==> config.mk <==
export PLATFORM = sky130hd
export DESIGN_NAME = intdiv_step
export DESIGN_NICKNAME = d
export VERILOG_FILES = /design/src/hdl/intdiv_pkg.sv /design/src/hdl/intdiv_step.sv
export SDC_FILE = /design/constraint.sdc
export NUM_CORES = 1
export LEC_CHECK = 0
export BUFFER_PORTS_ARGS = -buffer_cell sky130_fd_sc_hd__buf_2
export CAP_MARGIN = 15
export CORE_AREA = 2 2 154 156
export CTS_CLUSTER_SIZE = 8
export DETAILED_ROUTE_END_ITERATION = 10
export DIE_AREA = 0 0 156 158
export PLACE_DENSITY = 0.79
export SYNTH_ARGS = -nofsm -noshare
export SYNTH_HDL_FRONTEND = slang
export SYNTH_SLANG_ARGS = --single-unit
export TNS_END_PERCENT = 1
==> constraint.sdc <==
create_clock -name clk -period 1.09 [get_ports clk]
set_input_delay 0.2725 -clock clk [delete_from_list [all_inputs] [get_ports clk]]
set_output_delay 0.2725 -clock clk [all_outputs]
set_load 0.005 [all_outputs]
==> src/hdl/intdiv_pkg.sv <==
// Shared width constant and pipeline stage record of the integer divider.
`default_nettype none
package intdiv_pkg;

    localparam int DATA_WIDTH = 64;
    localparam int STEPS      = DATA_WIDTH;

    typedef enum logic
    {
        ACT_UNSIGNED = 1'b0,
        ACT_SIGNED   = 1'b1
    } action_t;

    // One division in flight: partial remainder, dividend/quotient shift word,
    // divisor magnitude and the flags that steer the last stage.
    typedef struct packed
    {
        logic [DATA_WIDTH-1:0] rem;
        logic [DATA_WIDTH-1:0] nq;
        logic [DATA_WIDTH-1:0] den;
        logic                  neg;
        logic                  dbz;
    } stage_t;

endpackage
`default_nettype wire

==> src/hdl/intdiv_step.sv <==
// One restoring-division stage: one quotient bit per item, registered.
`default_nettype none
module intdiv_step
(
    input  wire logic              clk,
    input  wire logic              rst_n,
    input  wire logic              in_valid,
    input  wire intdiv_pkg::stage_t in_data,
    output logic                   out_valid,
    output intdiv_pkg::stage_t     out_data
);
    import intdiv_pkg::*;

    logic                  valid_reg;
    stage_t                data_reg;
    stage_t                data_next;
    logic [DATA_WIDTH:0]   trial;
    logic [DATA_WIDTH:0]   diff;
    logic                  fits;

    always_comb
    begin
        trial     = {in_data.rem, in_data.nq[DATA_WIDTH-1]};
        diff      = trial - {1'b0, in_data.den};
        fits      = ~diff[DATA_WIDTH];
        data_next = in_data;
        if (in_data.dbz)
        begin
            // rotate the raw dividend so it comes back whole after all stages
            data_next.nq = {in_data.nq[DATA_WIDTH-2:0], in_data.nq[DATA_WIDTH-1]};
        end
        else
        begin
            data_next.rem = fits ? diff[DATA_WIDTH-1:0] : trial[DATA_WIDTH-1:0];
            data_next.nq  = {in_data.nq[DATA_WIDTH-2:0], fits};
        end
    end

    always_ff @(posedge clk or negedge rst_n)
    begin
        if (!rst_n)
        begin
            valid_reg <= 1'b0;
        end
        else
        begin
            valid_reg <= in_valid;
        end
    end

    always_ff @(posedge clk)
    begin
        data_reg <= data_next;
    end

    assign out_valid = valid_reg;
    assign out_data  = data_reg;

endmodule
`default_nettype wire

# Word-level counts from Yosys, hierarchy flattened
# Index checks and enable logic that the tools add are counted.
dict set report word_totals {
  ff_bits 195
  out_inout_bits 195
}
dict set report op_classes {
  n_bitwise 1
  mux 3
  n_addsub 1
}
# operator count
set ops {}
lappend ops {{$mux 64} 2}
lappend ops {{$sub 65x64->65} 1}
lappend ops {{$mux 1} 1}
lappend ops {{$not 1->1} 1}

# Depth between registers and ports, before layout
dict set report depth {
  depth_word 3
  depth_mapped 15
  depth_no_buf 13
}

# Least setup slack after synthesis
# OpenSTA, ideal clock, no wires.
dict set report synth_path {
  kind {input to register}
  start {in in_data[129] (netlist bit)}
  end {reg data_reg, in the netlist out_data[180]}
  setup_time_ns 0.122
  arrival_time_ns 2.956
  cell_stages 13
  path_slack_ns -1.987
  cell_sequence {inv_1 ha_1 fa_1 nand2b_1 a21oi_1 o21a_4 o21bai_4 o41ai_4 a41oi_4 o211ai_1 o311ai_0 xnor2_1 a221o_1}
}
# element line_no
set synth_rtl {}
lappend synth_rtl {{start: declaration} intdiv_step.sv:8} ;# input wire intdiv_pkg::stage_t in_data,
lappend synth_rtl {{end signal: assignment} intdiv_step.sv:53} ;# data_reg <= data_next;
lappend synth_rtl {{end: declaration} intdiv_step.sv:15} ;# stage_t data_reg;

==> summary.md <==
| Metric | Value |
|---|---|
| Final core utilization | 74.9% |
| Critical path data arrival time | 3020 ps |
| Status | complete, but fails checks |
| Worst Tran Pin Value | 461 ps |
| Register share of total power | 35.5% |
| Final Hold Vio Count | 0 |
| Sequential area share after synthesis | 41.1% |
| Synth cell types | 72 |
| Die Y | 158 um |
| FP Rows | 56 |
| Worst Hold Class | input pin to flop |
| Iteration-0 DRC Markers | 698 |
| First-pass GRT wire length | 57800 um |
| Finished Layout Cells | 2236 |
| Die area | 24600 um2 |
| Congestion Overflow GR | 0 |
| Fill count | 1585 |
| Commonest cells post-synth | dfxtp_1, a21oi_1, nand2_1, inv_1, nor2_1 |
| Hold Slack | 36.8 ps |
| DRT antenna net count | 0 |
| Warnings, synthesis | 0 |
| Net Sw Power | 7.43 mW |
| Worst Path Required | 1410 ps |
| Synth-to-Final Area Change | 81.6% |
| Root buffer cell | clkbuf_16 |
| Vias | 11700 |
| Post-synth EDFFs | 0 |
| Unrepaired setup endpoints after global routing | true |
| Max-cap violation count | 0 |
| DRC violations left | 0 |
| Synth Flop Type | dfxtp_1 |
| Net Sw Frac | 33.1% |
| Share of cells above drive strength 1 | 48.6% |
| Comb pwr share | 33.6% |
| Crit. End Element | flop |
| Critical path fanouts, max | 22 |
| Leading area contributor after synthesis | dfxtp_1 |
| CTS buffer count | 17 |
| Largest net degree at the start of global routing | 53 |
| Htree depth | 4 |
| Fin crit period | 2700 ps |
| Cell Int Power | 15.0 mW |
| First drt pass iteration count | 5 |
| Hpwl dp | 27700 um |
| Syn Area/Cell | 8.63 um2 |
| Static Leakage | 8.49 nW |
| Final WL | 41000 um |
| Port buffer count | 391 |
| Yosys reg bits | 195 |
| Critical path type | input pin to flop |
| Clock-pin slew on the worst setup and hold paths | 80 ps |
| Final worst slack | -1610 ps |
| Placed Instances | 2060 |
| Max-slew violation count | 0 |
| Mapped cell area | 9510 um2 |
| Setup violators final | 260 |
| Setup TNS | -107170 ps |
| Net Count, Synth | 1364 |
| GRT Overall Usage | 29.7% |
| Core area | 23100 um2 |
| Wire per inst | 18.3 um |
| Worst slack at placement | -2220 ps |
| Ports | 392 |
| Vias/cell | 5.21 |
| Max transition margin | 68.4% |
| VDD IR max | 0.879 mV |
| Share of the synthesized area in the top cell type | 40.9% |
| Clock sink count | 195 |
| Die W | 156 um |
| CTS tree | built |
| Antenna violations before repair | 3 |
| Critical Path Start Type | input pin |
| Ranking of synthesized cells by area | dfxtp_1, ha_1, a21oi_1 |
| Count leader, synth | dfxtp_1 |
| Vias in the first global route | 11800 |
| # nets final | 2190 |
| Clock Tree Buf Depth | 2 |
| Tcrit/Tclk final | 248% |
| Initial core utilization | 41.2% |
| Pwr Density | 1300 nW/um2 |
| Synth async-reset ratio | 0.513% |
| Clock power share | 30.8% |
| FMAX | 370 MHz |
| Failing checks | negative setup slack |
| Cells after Synth | 1102 |
| Gpl congestion | 0.902 |
worst paths after layout:
path / startpoint / end / slack [ps] / depth (start not counted)
min: in_data[28] / out_data[28]$_DFF_P_ / 40 / 2
max in group asynchronous: rst_n / out_valid$_DFF_PN0_ / 820 / 2
min in group asynchronous: rst_n / out_valid$_DFF_PN0_ / 170 / 2
max: in_data[129] / out_data[138]$_DFF_P_ / -1610 / 17
worst max-delay path, stage by stage:
cell and delay [ps]:
buf_8 80, inv_4 40, ha_4 160, fa_2 350, nand2b_4 170, a21oi_4 160, o21a_4 190, o211ai_4 100
a2111oi_4 320, buf_4 180, o311ai_4 90, o211ai_4 200, buf_12 220, buf_12 140, nor2_1 70, a21oi_1 170
o21ai_1 90
cells in the final DEF, fill, tap and decap left out, types with 8 or more instances in the layout:
cell | netlist | routed
a21o_1 | 24 | 24
a21oi_1 | 127 | 106
a21oi_2 | 1 | 21
a31oi_1 | 10 | 9
and2_1 | 10 | 9
and3_1 | 13 | 12
buf_12 | 0 | 8
buf_2 | 14 | 323
buf_4 | 2 | 329
buf_6 | 0 | 70
clkbuf_16 | 0 | 17
dfxtp_1 | 194 | 117
dfxtp_2 | 0 | 77
dlygate4sd3_1 | 0 | 123
ha_1 | 64 | 48
ha_4 | 0 | 14
inv_1 | 89 | 83
mux2i_1 | 10 | 10
nand2_1 | 101 | 98
nand2b_1 | 10 | 9
nand3_1 | 15 | 14
nand4_1 | 15 | 15
nor2_1 | 85 | 83
nor2b_1 | 10 | 8
nor3_1 | 9 | 8
o211ai_1 | 9 | 9
o21a_1 | 12 | 12
o21ai_0 | 78 | 43
o21ai_1 | 3 | 37
o21bai_1 | 13 | 11
xnor2_1 | 33 | 32
xor2_1 | 24 | 24
what timing repair did:
item,in CTS,in global routing
setup endpoints to repair,260,260
hold buffers,123,0
pin swaps,27,30
resized for setup,130,156
hold endpoints to repair,123,0
buffers inserted,7,10
power groups by stage:
| stage | clock, mW | sequential [mW] | combinational, mW |
|---|---|---|---|
| floorplan | 0 | 8.12 | 2.87 |
| global placement | 0 | 8.01 | 6.09 |
| detailed placement | 0 | 8.02 | 6.21 |
| CTS | 6.96 | 7.89 | 6.92 |
| global route | 7.28 | 8.02 | 8.11 |
| finish | 6.92 | 7.97 | 7.55 |
area by class of cell:
type	instances	area (um2)	area share, %
Antenna cell	5	12.5	0.0725
Clock buffer	17	425	2.46
Clock inverter	15	228	1.32
Inverter	89	339	1.96
Multi-Input combinational cell	770	5590	32.4
Sequential cell	195	4010	23.2
Tap cell	290	363	2.10
Timing Repair Buffer	855	6300	36.5
stage by stage:
| step | area (um2) | total power, mW |
|---|---|---|
| after global placement | 14200 | 14.1 |
| after detailed placement | 14200 | 14.2 |
| after floorplan | 9540 | 11.0 |
| after global routing | 17300 | 23.4 |
| final | 17300 | 22.4 |
| after CTS | 16600 | 21.8 |
cells by family after synthesis:
| logic type | after synthesis | share of synthesized area [%] |
|---|---|---|
| multiplexers | 10 | 1.05 |
| AND/OR/NAND/NOR | 282 | 13.5 |
| XOR/XNOR | 57 | 5.25 |
| adder cells (fa/ha/maj) | 65 | 8.63 |
| flip-flops | 195 | 41.1 |
| AO/OA/AOI/OAI | 356 | 24.8 |
| buffers and inverters | 137 | 5.67 |
state kept, by name (all words and copies together) (netlist names):
| name | cells |
|---|---|
| out_data | 194 |
| out_valid | 1 |
metal layers:
metal	GRT usage (%)	wire [um]	share of wire (%)
met5	0	11	0.027
met4	14.1	2300	5.6
met3	7.01	2940	7.2
met2	55.8	20700	51
met1	31.2	15000	37
Power figures use the tool's default switching activity.
